===== src/rtl/rfpm_pkg.sv =====
// ----------------------------------------------------------------------------
// rfpm_pkg
// shared types, constants and helpers of the rfid frame parser and matcher
// ----------------------------------------------------------------------------
`timescale 1ns / 1ps

package rfpm_pkg;

  localparam int TABLE_ENTRIES = 16;
  localparam int ID_BYTES      = 5;
  localparam int PAYLOAD_CHARS = 12;

  localparam int ID_W       = 8 * ID_BYTES;
  localparam int ID_CHARS   = 2 * ID_BYTES;
  localparam int CNT_W      = $clog2(PAYLOAD_CHARS + 1);
  localparam int TBL_IDX_W  = (TABLE_ENTRIES > 1) ? $clog2(TABLE_ENTRIES) : 1;
  localparam int CARD_W     = $clog2(TABLE_ENTRIES + 1);

  localparam int OPCODE_W      = 1;
  localparam int RX_BYTE_W     = 8;
  localparam int ENTRY_INDEX_W = 4;
  localparam int CARD_ID_W     = 40;
  localparam int CARD_NUMBER_W = 5;

  localparam logic [OPCODE_W-1:0] OP_RX_BYTE   = 1'b0;
  localparam logic [OPCODE_W-1:0] OP_TBL_WRITE = 1'b1;

  localparam logic [7:0] BYTE_STX  = 8'h02;
  localparam logic [7:0] BYTE_CR   = 8'h0D;
  localparam logic [7:0] BYTE_LF   = 8'h0A;
  localparam logic [7:0] BYTE_ETX  = 8'h03;
  localparam logic [7:0] CHAR_ZERO = 8'h30;
  localparam logic [7:0] CHAR_A    = 8'h41;

  typedef enum logic [2:0] {
    PH_HUNT,
    PH_PAYLOAD,
    PH_CR,
    PH_LF,
    PH_ETX
  } parse_phase_t;

  typedef enum logic [1:0] {
    SQ_IDLE,
    SQ_SCAN,
    SQ_DONE
  } seq_state_t;

  function automatic logic [3:0] hex_nibble(input logic [7:0] c);
    logic [7:0] d;
    d = 8'h00;
    if (c inside {[8'h30:8'h39]}) begin
      d = c - CHAR_ZERO;
    end else if (c inside {[8'h41:8'h46]}) begin
      d = c - CHAR_A + 8'd10;
    end
    return d[3:0];
  endfunction

endpackage


===== src/rtl/rfpm_in_if.sv =====
// ----------------------------------------------------------------------------
// rfpm_in_if
// input channel: received bytes and card table writes
// ----------------------------------------------------------------------------
`timescale 1ns / 1ps

interface rfpm_in_if;
  logic                                 valid;
  logic                                 ready;
  logic [rfpm_pkg::OPCODE_W-1:0]        opcode;
  logic [rfpm_pkg::RX_BYTE_W-1:0]       rx_byte;
  logic [rfpm_pkg::ENTRY_INDEX_W-1:0]   entry_index;
  logic [rfpm_pkg::CARD_ID_W-1:0]       entry_id;
  logic                                 entry_valid;

  modport source (
    output valid, opcode, rx_byte, entry_index, entry_id, entry_valid,
    input  ready
  );
  modport sink (
    input  valid, opcode, rx_byte, entry_index, entry_id, entry_valid,
    output ready
  );
endinterface


===== src/rtl/rfpm_out_if.sv =====
// ----------------------------------------------------------------------------
// rfpm_out_if
// result channel: matched card number and decoded card id
// ----------------------------------------------------------------------------
`timescale 1ns / 1ps

interface rfpm_out_if;
  logic                                 valid;
  logic                                 ready;
  logic [rfpm_pkg::CARD_NUMBER_W-1:0]   card_number;
  logic [rfpm_pkg::CARD_ID_W-1:0]       card_id;
  logic                                 known_card;

  modport source (
    output valid, card_number, card_id, known_card,
    input  ready
  );
  modport sink (
    input  valid, card_number, card_id, known_card,
    output ready
  );
endinterface


===== src/rtl/rfid_frame_parse_and_match_core.sv =====
// ----------------------------------------------------------------------------
// rfid_frame_parse_and_match_core
// parses stx/hex/cr/lf/etx reader frames and matches the card id in a table
// sequence: a byte or table write is taken in idle; a new frame id moves the
//   sequencer to scan, which compares entries in order up to the first hit (at
//   most TABLE_ENTRIES), then done loads the output register, then the transfer
// throughput: one item per cycle; a new frame id holds off input during its
//   table scan and while the previous result still waits in the output register
// reset: synchronous, clears parser, last id, card number and all valid bits
// ----------------------------------------------------------------------------
`timescale 1ns / 1ps

module rfid_frame_parse_and_match_core (
  input  logic      clk,
  input  logic      rst_n,
  rfpm_in_if.sink   in_ch,
  rfpm_out_if.source out_ch
);

  rfpm_pkg::seq_state_t                 sq_r, sq_nxt;
  rfpm_pkg::parse_phase_t               phase_r, phase_nxt;
  logic [rfpm_pkg::CNT_W-1:0]           char_count_r, char_count_nxt;
  logic [rfpm_pkg::ID_W-1:0]            id_shift_r, id_shift_nxt;
  logic [rfpm_pkg::ID_W-1:0]            last_id_r, last_id_nxt;
  logic [rfpm_pkg::CARD_W-1:0]          current_card_r, current_card_nxt;
  logic [rfpm_pkg::TBL_IDX_W-1:0]       scan_idx_r, scan_idx_nxt;
  logic                                 hit_r, hit_nxt;

  logic                                 out_valid_r, out_valid_nxt;
  logic [rfpm_pkg::CARD_W-1:0]          out_card_r, out_card_nxt;
  logic [rfpm_pkg::ID_W-1:0]            out_id_r, out_id_nxt;
  logic                                 out_known_r, out_known_nxt;

  logic [rfpm_pkg::TABLE_ENTRIES-1:0]   tbl_valid_r;
  logic [rfpm_pkg::CARD_ID_W-1:0]       tbl_id_r [rfpm_pkg::TABLE_ENTRIES];

  logic                                 in_xfer;
  logic                                 out_xfer;
  logic                                 tbl_we;
  logic [rfpm_pkg::TBL_IDX_W-1:0]       tbl_waddr;
  logic                                 entry_match;
  logic [3:0]                           nib;

  assign in_xfer   = in_ch.valid && in_ch.ready;
  assign out_xfer  = out_ch.valid && out_ch.ready;
  assign tbl_waddr = rfpm_pkg::TBL_IDX_W'(in_ch.entry_index);
  assign tbl_we    = in_xfer && (in_ch.opcode == rfpm_pkg::OP_TBL_WRITE) &&
                     (32'(in_ch.entry_index) < rfpm_pkg::TABLE_ENTRIES);
  assign nib       = rfpm_pkg::hex_nibble(in_ch.rx_byte);

  // shared comparator, one table entry per cycle
  assign entry_match = tbl_valid_r[scan_idx_r] &&
                       (tbl_id_r[scan_idx_r] == rfpm_pkg::CARD_ID_W'(id_shift_r));

  assign in_ch.ready        = (sq_r == rfpm_pkg::SQ_IDLE);
  assign out_ch.valid       = out_valid_r;
  assign out_ch.card_number = rfpm_pkg::CARD_NUMBER_W'(out_card_r);
  assign out_ch.card_id     = rfpm_pkg::CARD_ID_W'(out_id_r);
  assign out_ch.known_card  = out_known_r;

  always_comb begin
    sq_nxt           = sq_r;
    phase_nxt        = phase_r;
    char_count_nxt   = char_count_r;
    id_shift_nxt     = id_shift_r;
    last_id_nxt      = last_id_r;
    current_card_nxt = current_card_r;
    scan_idx_nxt     = scan_idx_r;
    hit_nxt          = hit_r;
    out_valid_nxt    = out_valid_r;
    out_card_nxt     = out_card_r;
    out_id_nxt       = out_id_r;
    out_known_nxt    = out_known_r;

    if (out_xfer) begin
      out_valid_nxt = 1'b0;
    end

    case (sq_r)
      rfpm_pkg::SQ_IDLE: begin
        if (in_xfer && (in_ch.opcode == rfpm_pkg::OP_RX_BYTE)) begin
          if (in_ch.rx_byte == rfpm_pkg::BYTE_STX) begin
            phase_nxt      = rfpm_pkg::PH_PAYLOAD;
            char_count_nxt = '0;
            id_shift_nxt   = '0;
          end else begin
            case (phase_r)
              rfpm_pkg::PH_PAYLOAD: begin
                if (32'(char_count_r) < rfpm_pkg::ID_CHARS) begin
                  id_shift_nxt = {id_shift_r[rfpm_pkg::ID_W-5:0], nib};
                end
                if (32'(char_count_r) + 1 >= rfpm_pkg::PAYLOAD_CHARS) begin
                  phase_nxt      = rfpm_pkg::PH_CR;
                  char_count_nxt = '0;
                end else begin
                  char_count_nxt = char_count_r + 1'b1;
                end
              end
              rfpm_pkg::PH_CR: begin
                phase_nxt = (in_ch.rx_byte == rfpm_pkg::BYTE_CR) ?
                            rfpm_pkg::PH_LF : rfpm_pkg::PH_HUNT;
              end
              rfpm_pkg::PH_LF: begin
                phase_nxt = (in_ch.rx_byte == rfpm_pkg::BYTE_LF) ?
                            rfpm_pkg::PH_ETX : rfpm_pkg::PH_HUNT;
              end
              rfpm_pkg::PH_ETX: begin
                phase_nxt = rfpm_pkg::PH_HUNT;
                if ((in_ch.rx_byte == rfpm_pkg::BYTE_ETX) &&
                    (id_shift_r != last_id_r)) begin
                  sq_nxt       = rfpm_pkg::SQ_SCAN;
                  scan_idx_nxt = '0;
                  hit_nxt      = 1'b0;
                end
              end
              default: begin
                phase_nxt = rfpm_pkg::PH_HUNT;
              end
            endcase
          end
        end
      end
      rfpm_pkg::SQ_SCAN: begin
        if (entry_match) begin
          hit_nxt          = 1'b1;
          current_card_nxt = rfpm_pkg::CARD_W'(scan_idx_r) + 1'b1;
          last_id_nxt      = id_shift_r;
          sq_nxt           = rfpm_pkg::SQ_DONE;
        end else if (scan_idx_r ==
                     rfpm_pkg::TBL_IDX_W'(rfpm_pkg::TABLE_ENTRIES - 1)) begin
          last_id_nxt = id_shift_r;
          sq_nxt      = rfpm_pkg::SQ_DONE;
        end else begin
          scan_idx_nxt = scan_idx_r + 1'b1;
        end
      end
      rfpm_pkg::SQ_DONE: begin
        // output register free or freed by this transfer
        if (!out_valid_r || out_xfer) begin
          out_valid_nxt = 1'b1;
          out_card_nxt  = current_card_r;
          out_id_nxt    = last_id_r;
          out_known_nxt = hit_r;
          sq_nxt        = rfpm_pkg::SQ_IDLE;
        end
      end
      default: begin
        sq_nxt = rfpm_pkg::SQ_IDLE;
      end
    endcase
  end

  always_ff @(posedge clk) begin
    if (!rst_n) begin
      sq_r           <= rfpm_pkg::SQ_IDLE;
      phase_r        <= rfpm_pkg::PH_HUNT;
      char_count_r   <= '0;
      id_shift_r     <= '0;
      last_id_r      <= '0;
      current_card_r <= '0;
      scan_idx_r     <= '0;
      hit_r          <= 1'b0;
      out_valid_r    <= 1'b0;
      out_card_r     <= '0;
      out_id_r       <= '0;
      out_known_r    <= 1'b0;
    end else begin
      sq_r           <= sq_nxt;
      phase_r        <= phase_nxt;
      char_count_r   <= char_count_nxt;
      id_shift_r     <= id_shift_nxt;
      last_id_r      <= last_id_nxt;
      current_card_r <= current_card_nxt;
      scan_idx_r     <= scan_idx_nxt;
      hit_r          <= hit_nxt;
      out_valid_r    <= out_valid_nxt;
      out_card_r     <= out_card_nxt;
      out_id_r       <= out_id_nxt;
      out_known_r    <= out_known_nxt;
    end
  end

  // valid bits cleared by reset
  always_ff @(posedge clk) begin
    if (!rst_n) begin
      tbl_valid_r <= '0;
    end else if (tbl_we) begin
      tbl_valid_r[tbl_waddr] <= in_ch.entry_valid;
    end
  end

  always_ff @(posedge clk) begin
    if (tbl_we) begin
      tbl_id_r[tbl_waddr] <= in_ch.entry_id;
    end
  end

  a_result_held: assert property (
    @(posedge clk) disable iff (!rst_n)
    (out_ch.valid && !out_ch.ready) |=>
      (out_ch.valid && $stable(out_card_r) && $stable(out_id_r) && $stable(out_known_r))
  ) else $error("waiting result changed before its transfer");

  a_known_has_number: assert property (
    @(posedge clk) disable iff (!rst_n)
    (out_ch.valid && out_ch.known_card) |-> (out_ch.card_number != '0)
  ) else $error("known card without a card number");

  a_scan_starts_at_zero: assert property (
    @(posedge clk) disable iff (!rst_n)
    (sq_r == rfpm_pkg::SQ_IDLE && sq_nxt == rfpm_pkg::SQ_SCAN)
      |=> (scan_idx_r == '0)
  ) else $error("table scan does not start at entry zero");

  a_load_when_free: assert property (
    @(posedge clk) disable iff (!rst_n)
    (sq_r == rfpm_pkg::SQ_DONE && (!out_valid_r || out_xfer))
      |=> (out_ch.valid && in_ch.ready)
  ) else $error("result not loaded or input not released");

  a_result_id_new: assert property (
    @(posedge clk) disable iff (!rst_n)
    (sq_r == rfpm_pkg::SQ_SCAN && sq_nxt == rfpm_pkg::SQ_DONE)
      |=> (last_id_r == $past(id_shift_r))
  ) else $error("last id not taken from the frame");

endmodule


===== src/flat_wrapper.sv =====
// flat-port wrapper written by rule: the top's interface ports become plain ports
module rfid_frame_parse_and_match_core_flat 
  (clk, rst_n, in_ch_valid, in_ch_opcode, in_ch_rx_byte, in_ch_entry_index, in_ch_entry_id, in_ch_entry_valid, in_ch_ready, out_ch_valid, out_ch_card_number, out_ch_card_id, out_ch_known_card, out_ch_ready);
  rfpm_in_if in_ch_i ();
  rfpm_out_if out_ch_i ();
  input  logic clk;
  input  logic rst_n;
  input wire logic [$bits(in_ch_i.valid)-1:0] in_ch_valid;
  input wire logic [$bits(in_ch_i.opcode)-1:0] in_ch_opcode;
  input wire logic [$bits(in_ch_i.rx_byte)-1:0] in_ch_rx_byte;
  input wire logic [$bits(in_ch_i.entry_index)-1:0] in_ch_entry_index;
  input wire logic [$bits(in_ch_i.entry_id)-1:0] in_ch_entry_id;
  input wire logic [$bits(in_ch_i.entry_valid)-1:0] in_ch_entry_valid;
  output wire logic [$bits(in_ch_i.ready)-1:0] in_ch_ready;
  output wire logic [$bits(out_ch_i.valid)-1:0] out_ch_valid;
  output wire logic [$bits(out_ch_i.card_number)-1:0] out_ch_card_number;
  output wire logic [$bits(out_ch_i.card_id)-1:0] out_ch_card_id;
  output wire logic [$bits(out_ch_i.known_card)-1:0] out_ch_known_card;
  input wire logic [$bits(out_ch_i.ready)-1:0] out_ch_ready;
  assign in_ch_i.valid = in_ch_valid;
  assign in_ch_i.opcode = in_ch_opcode;
  assign in_ch_i.rx_byte = in_ch_rx_byte;
  assign in_ch_i.entry_index = in_ch_entry_index;
  assign in_ch_i.entry_id = in_ch_entry_id;
  assign in_ch_i.entry_valid = in_ch_entry_valid;
  assign in_ch_ready = in_ch_i.ready;
  assign out_ch_valid = out_ch_i.valid;
  assign out_ch_card_number = out_ch_i.card_number;
  assign out_ch_card_id = out_ch_i.card_id;
  assign out_ch_known_card = out_ch_i.known_card;
  assign out_ch_i.ready = out_ch_ready;
  rfid_frame_parse_and_match_core u_core (.clk(clk), .rst_n(rst_n), .in_ch(in_ch_i), .out_ch(out_ch_i));
endmodule

===== config.mk =====
export PLATFORM = sky130hd
export DESIGN_NAME = rfid_frame_parse_and_match_core_flat
export DESIGN_NICKNAME = d
export VERILOG_FILES = /design/src/rtl/rfpm_pkg.sv /design/src/rtl/rfpm_in_if.sv /design/src/rtl/rfpm_out_if.sv /design/src/rtl/rfid_frame_parse_and_match_core.sv /design/src/flat_wrapper.sv
export SDC_FILE = /design/constraint.sdc
export NUM_CORES = 1
export LEC_CHECK = 0
export BUFFER_PORTS_ARGS = -buffer_cell sky130_fd_sc_hd__buf_2
export CORE_ASPECT_RATIO = 0.8
export CORE_MARGIN = 3
export CORE_UTILIZATION = 48
export CTS_BUF_LIST = sky130_fd_sc_hd__clkbuf_8 sky130_fd_sc_hd__clkbuf_16
export DETAILED_ROUTE_END_ITERATION = 7
export PLACE_DENSITY = 0.7
export SYNTH_ARGS = -nofsm -noshare
export SYNTH_HDL_FRONTEND = slang
export SYNTH_SLANG_ARGS = --single-unit

===== constraint.sdc =====
create_clock -name clk -period 11.8 [get_ports clk]
set_clock_uncertainty 0.1 [all_clocks]
set_input_delay 1.77 -clock clk [delete_from_list [all_inputs] [get_ports clk]]
set_output_delay 1.77 -clock clk [all_outputs]
set_load 0.05 [all_outputs]

==> impl_metrics.csv <==
group,metric,value,unit
floorplan,design.portCount,106,
setup_path,worstPathRequired,12.23,ns
cts,clkSinkCount,806,
sta,tightest_slew,0.962,ns
setup_path,critical_path.startpoint_type,"flop",
floorplan,placement_rows,84,
grt,grt_max_degree,111,
cts,clk-insertion-delay-late,0.62,ns
setup_path,crit_cells,12,
route,antenna_violating_nets_post_route,0,
route,detail_route.vias_per_cell,5.94,
grt,antenna_violations_before_repair,9,
synthesis,syn_nets,2158,
route,drt_wl_total,79300,um
placement,routabilityCongestion,0.839,
floorplan,die_y,239,um
synthesis,synth_compound_area_frac,0.0511,
sta,setup_viol,0,
setup_path,critical-path-max-stage-delay,0.97,ns
sta,final-max-slew-violation-count,0,
setup_path,cp_cell_sequence,"buf_12 > and2b_1 > a221oi_1 > o21ai_0 > a21boi_0 > o2111ai_1 > nor4_1 > nand2_1 > nor4b_4 > o21a_2 > buf_4 > mux2i_1",
synthesis,post-synth-top-area-cell,"edfxtp_1",
setup_path,r2r.worst_path.cells,12,
floorplan,die_area,71200,um^2
cts,clock_tree.htree_level_count,3,
run,maxCapViolCount,0,
synthesis,synth_warnings,0,
grt,global_route.usage.met2,0.338,
sta,fin_tns_setup,0,ns
worst_hold_path,holdCritPathClass,"reg -> reg",
synthesis,synth.ff_latch_count,806,
cts,post_cts_resize_count,0,
synthesis,synthSimpleGateAreaFrac,0.0707,
route,dr.pass1.iters,7,
synthesis,synth_async_sr_flop_share,0,
route,route.vias.total,18700,
synthesis,syn_avg_cell_area,15.6,um^2
grt,via_count_of_the_first_global_routing_pass,18200,
synthesis,synth.yosys.seq_area_share,0.691,
synthesis,synth_xor_xnor_area_share,0.0207,
placement,dpl-instance-area,33900,um^2
finish,final_area,36200,um^2
sta,post-route-min-period,5.56,ns
sta,rsz0062_at_grt,"no",
sta,hold_violation_total_from_the_final_report,0,
grt,groute.layer.met1.usage,0.313,
setup_path,number_of_buffers_and_inverters_on_the_critical_path,2,
cts,cts_max_path_buffers,3,
cts,post-cts-setup-buffers,0,
cts,cts_buffers,74,
setup_path,cp_data_arrival_time,5.98,ns
placement,dpl.cell_count,3003,
setup_path,type_of_the_worst_setup_path,"reg -> reg",
grt,globalRouteOverflowTotal,0,
cts,ctsRootBufferMaster,"clkbuf_16",
status,outcome,"completed",
cts,cts_hold_repair.buffers,0,
finish,layout.cells.non_filler,3141,
sta,maxClockFrequency,180,MHz
placement,place.port_buffers,105,
synthesis,synthDominantCellAreaShare,0.589,
synthesis,yosys-mux-area-fraction,0.138,
placement,post-dp-hpwl,45500,um
setup_path,critical_path_peak_fanout,110,
synthesis,postSynthCellCount,2094,
cts,clk_pin_slew_worst_paths,0.06,ns
floorplan,fp.coreArea,66500,um^2
sta,timing.final.crit_share,0.471,
worst_hold_path,worstHoldPathCells,2,
pwr,pwr_density_cell,152,nW/um^2
synthesis,synth-edff-count,640,
route,drt-wirelength-per-cell,25.3,um
synthesis,yosys_most_used_dff,"edfxtp_1",
setup_path,worst_setup_path_end_kind,"flop",
worst_hold_path,timing.hold.worst.start,"u_core.hit_r",
floorplan,start_util,0.490,
pwr,power.static_leakage,0.0114,uW
synthesis,top_post_synthesis_cells_by_area,"edfxtp_1 59%, dfxtp_1 10%, mux4_2 8.3%",
synthesis,netlist-cell-type-count,76,
grt,wire_length_of_the_first_global_routing_pass,117000,um
route,drt_iter0_markers,2187,
cts,cts_tree,"built",
synthesis,synth_adder_area_share,0.00230,
pwr,irDropWorstVdd,109,uV
grt,grt_most_used_layer,"met2",
sta,slew_headroom,0.355,
grt,global_route.usage.total,0.221,
setup_path,timing.critical_path.max_delay_family,"simple AND/OR/NAND/NOR gates",
finish,design.final.nets,2240,
grt,gr-usage-met3,0.0612,
synthesis,dominant_combinational_cell_family_by_area_after_synthesis,"multiplexers",
sta,holdWs,0.352,ns
setup_path,cpMaxStageDelayCell,"dfxtp_4",
synthesis,syn-cell-area,32600,um^2
finish,drive_gt1_frac,0.182,
route,drt_drc,0,
finish,flow.area_growth_from_synthesis,11.0,%
floorplan,die_width,298,um
[synthesized netlist by cell type, types with 17 or more instances]
| library cell | instances |
|---|---|
| a21oi_1 | 129 |
| a221oi_1 | 18 |
| buf_2 | 25 |
| buf_4 | 20 |
| clkbuf_1 | 51 |
| dfxtp_1 | 166 |
| edfxtp_1 | 640 |
| mux2_2 | 17 |
| mux2i_1 | 144 |
| mux4_2 | 120 |
| nand2_1 | 285 |
| nand3_1 | 53 |
| nor2_1 | 56 |
| o21ai_0 | 30 |
| xnor2_1 | 54 |
| xor2_1 | 23 |
[worst min-delay path, stage by stage, from the launching register on]
cell and delay (ns):
dfxtp_1 0.31, inv_1 0.05, a21oi_1 0.05
[area by class of cell]
cell class	instances	area, um^2
flip-flops and latches	806	22600
repair buffers	136	771
clock buffers	81	2000
fillers	5195	30300
clock inverters	51	358
diodes	6	15.0
inverters	16	61.3
well taps	903	1130
multi-input cells	1142	9330
[per-stage QoR]
step                power [uW]   util  worst slack (ns)
CTS                       5550  0.544              6.25
global route              5670  0.544              5.96
floorplan                 3180      -              5.99
detailed placement        3230  0.509              6.29
global placement          3230  0.509              6.44
finish                    5510  0.545              6.24
[final timing paths]
path,to,slack [ns]
setup / recovery,u_core.last_id_r[23],6.24
hold reg to reg,u_core.hit_r,0.35
hold / removal,u_core.hit_r,0.35
setup reg to reg,u_core.last_id_r[23],6.24
[routing by layer]
layer / vias up / wire (um) / part of all wire
met5: - / 13 / 0.00016
met1: 9553 / 33100 / 0.42
li1: 8194 / - / -
met2: 789 / 36600 / 0.46
met3: 133 / 7610 / 0.096
met4: 2 / 1990 / 0.025
[report_power, final]
group          internal (uW)  switching [uW]
clock                   1330            1010
sequential              3080            4.19
combinational           18.6            72.2
total                   4420            1090
[cells in the final DEF (no fill, tap or decap), types with 7 or more instances in the layout]
cell and instances:
a221oi_1 18, nand2_1 285, xor2_1 23, and2_1 7
dfxtp_1 162, nor3_1 11, nor4_1 8, nor2_1 44
edfxtp_1 640, mux2_2 17, o22ai_1 9, a22oi_1 14
nor2_4 12, a31oi_1 7, clkinv_1 16, nand2b_1 13
buf_2 105, nand3_1 53, mux4_2 120, a211oi_1 13
xnor2_1 54, buf_4 30, inv_1 33, nand3b_1 7
clkbuf_16 79, a22o_1 10, nand4_1 14, mux2i_1 144
a21oi_1 129, nor2b_1 12, o21ai_0 30
[logic make-up after synthesis]
kind of cell	count (synthesis)
compound gates	267
buf+inv	146
xor+xnor	77
flops	806
fa+ha+maj	6
mux	287
simple gates	505
[state kept, by name, indices dropped and copies added (netlist names), named ones only]
name,cells
u_core.hit_r,1
u_core.out_ch.card_number,5
u_core.char_count_r,4
u_core.id_shift_r,40
u_core.last_id_r,40
u_core.out_ch.known_card,1
u_core.out_ch.valid,1
u_core.tbl_valid_r,16
u_core.tbl_id_r,640
u_core.current_card_r,5
u_core.phase_r,3
u_core.sq_r,2
u_core.scan_idx_r,4
u_core.out_ch.card_id,40
Note: power is estimated with default switching activity, not from simulation.
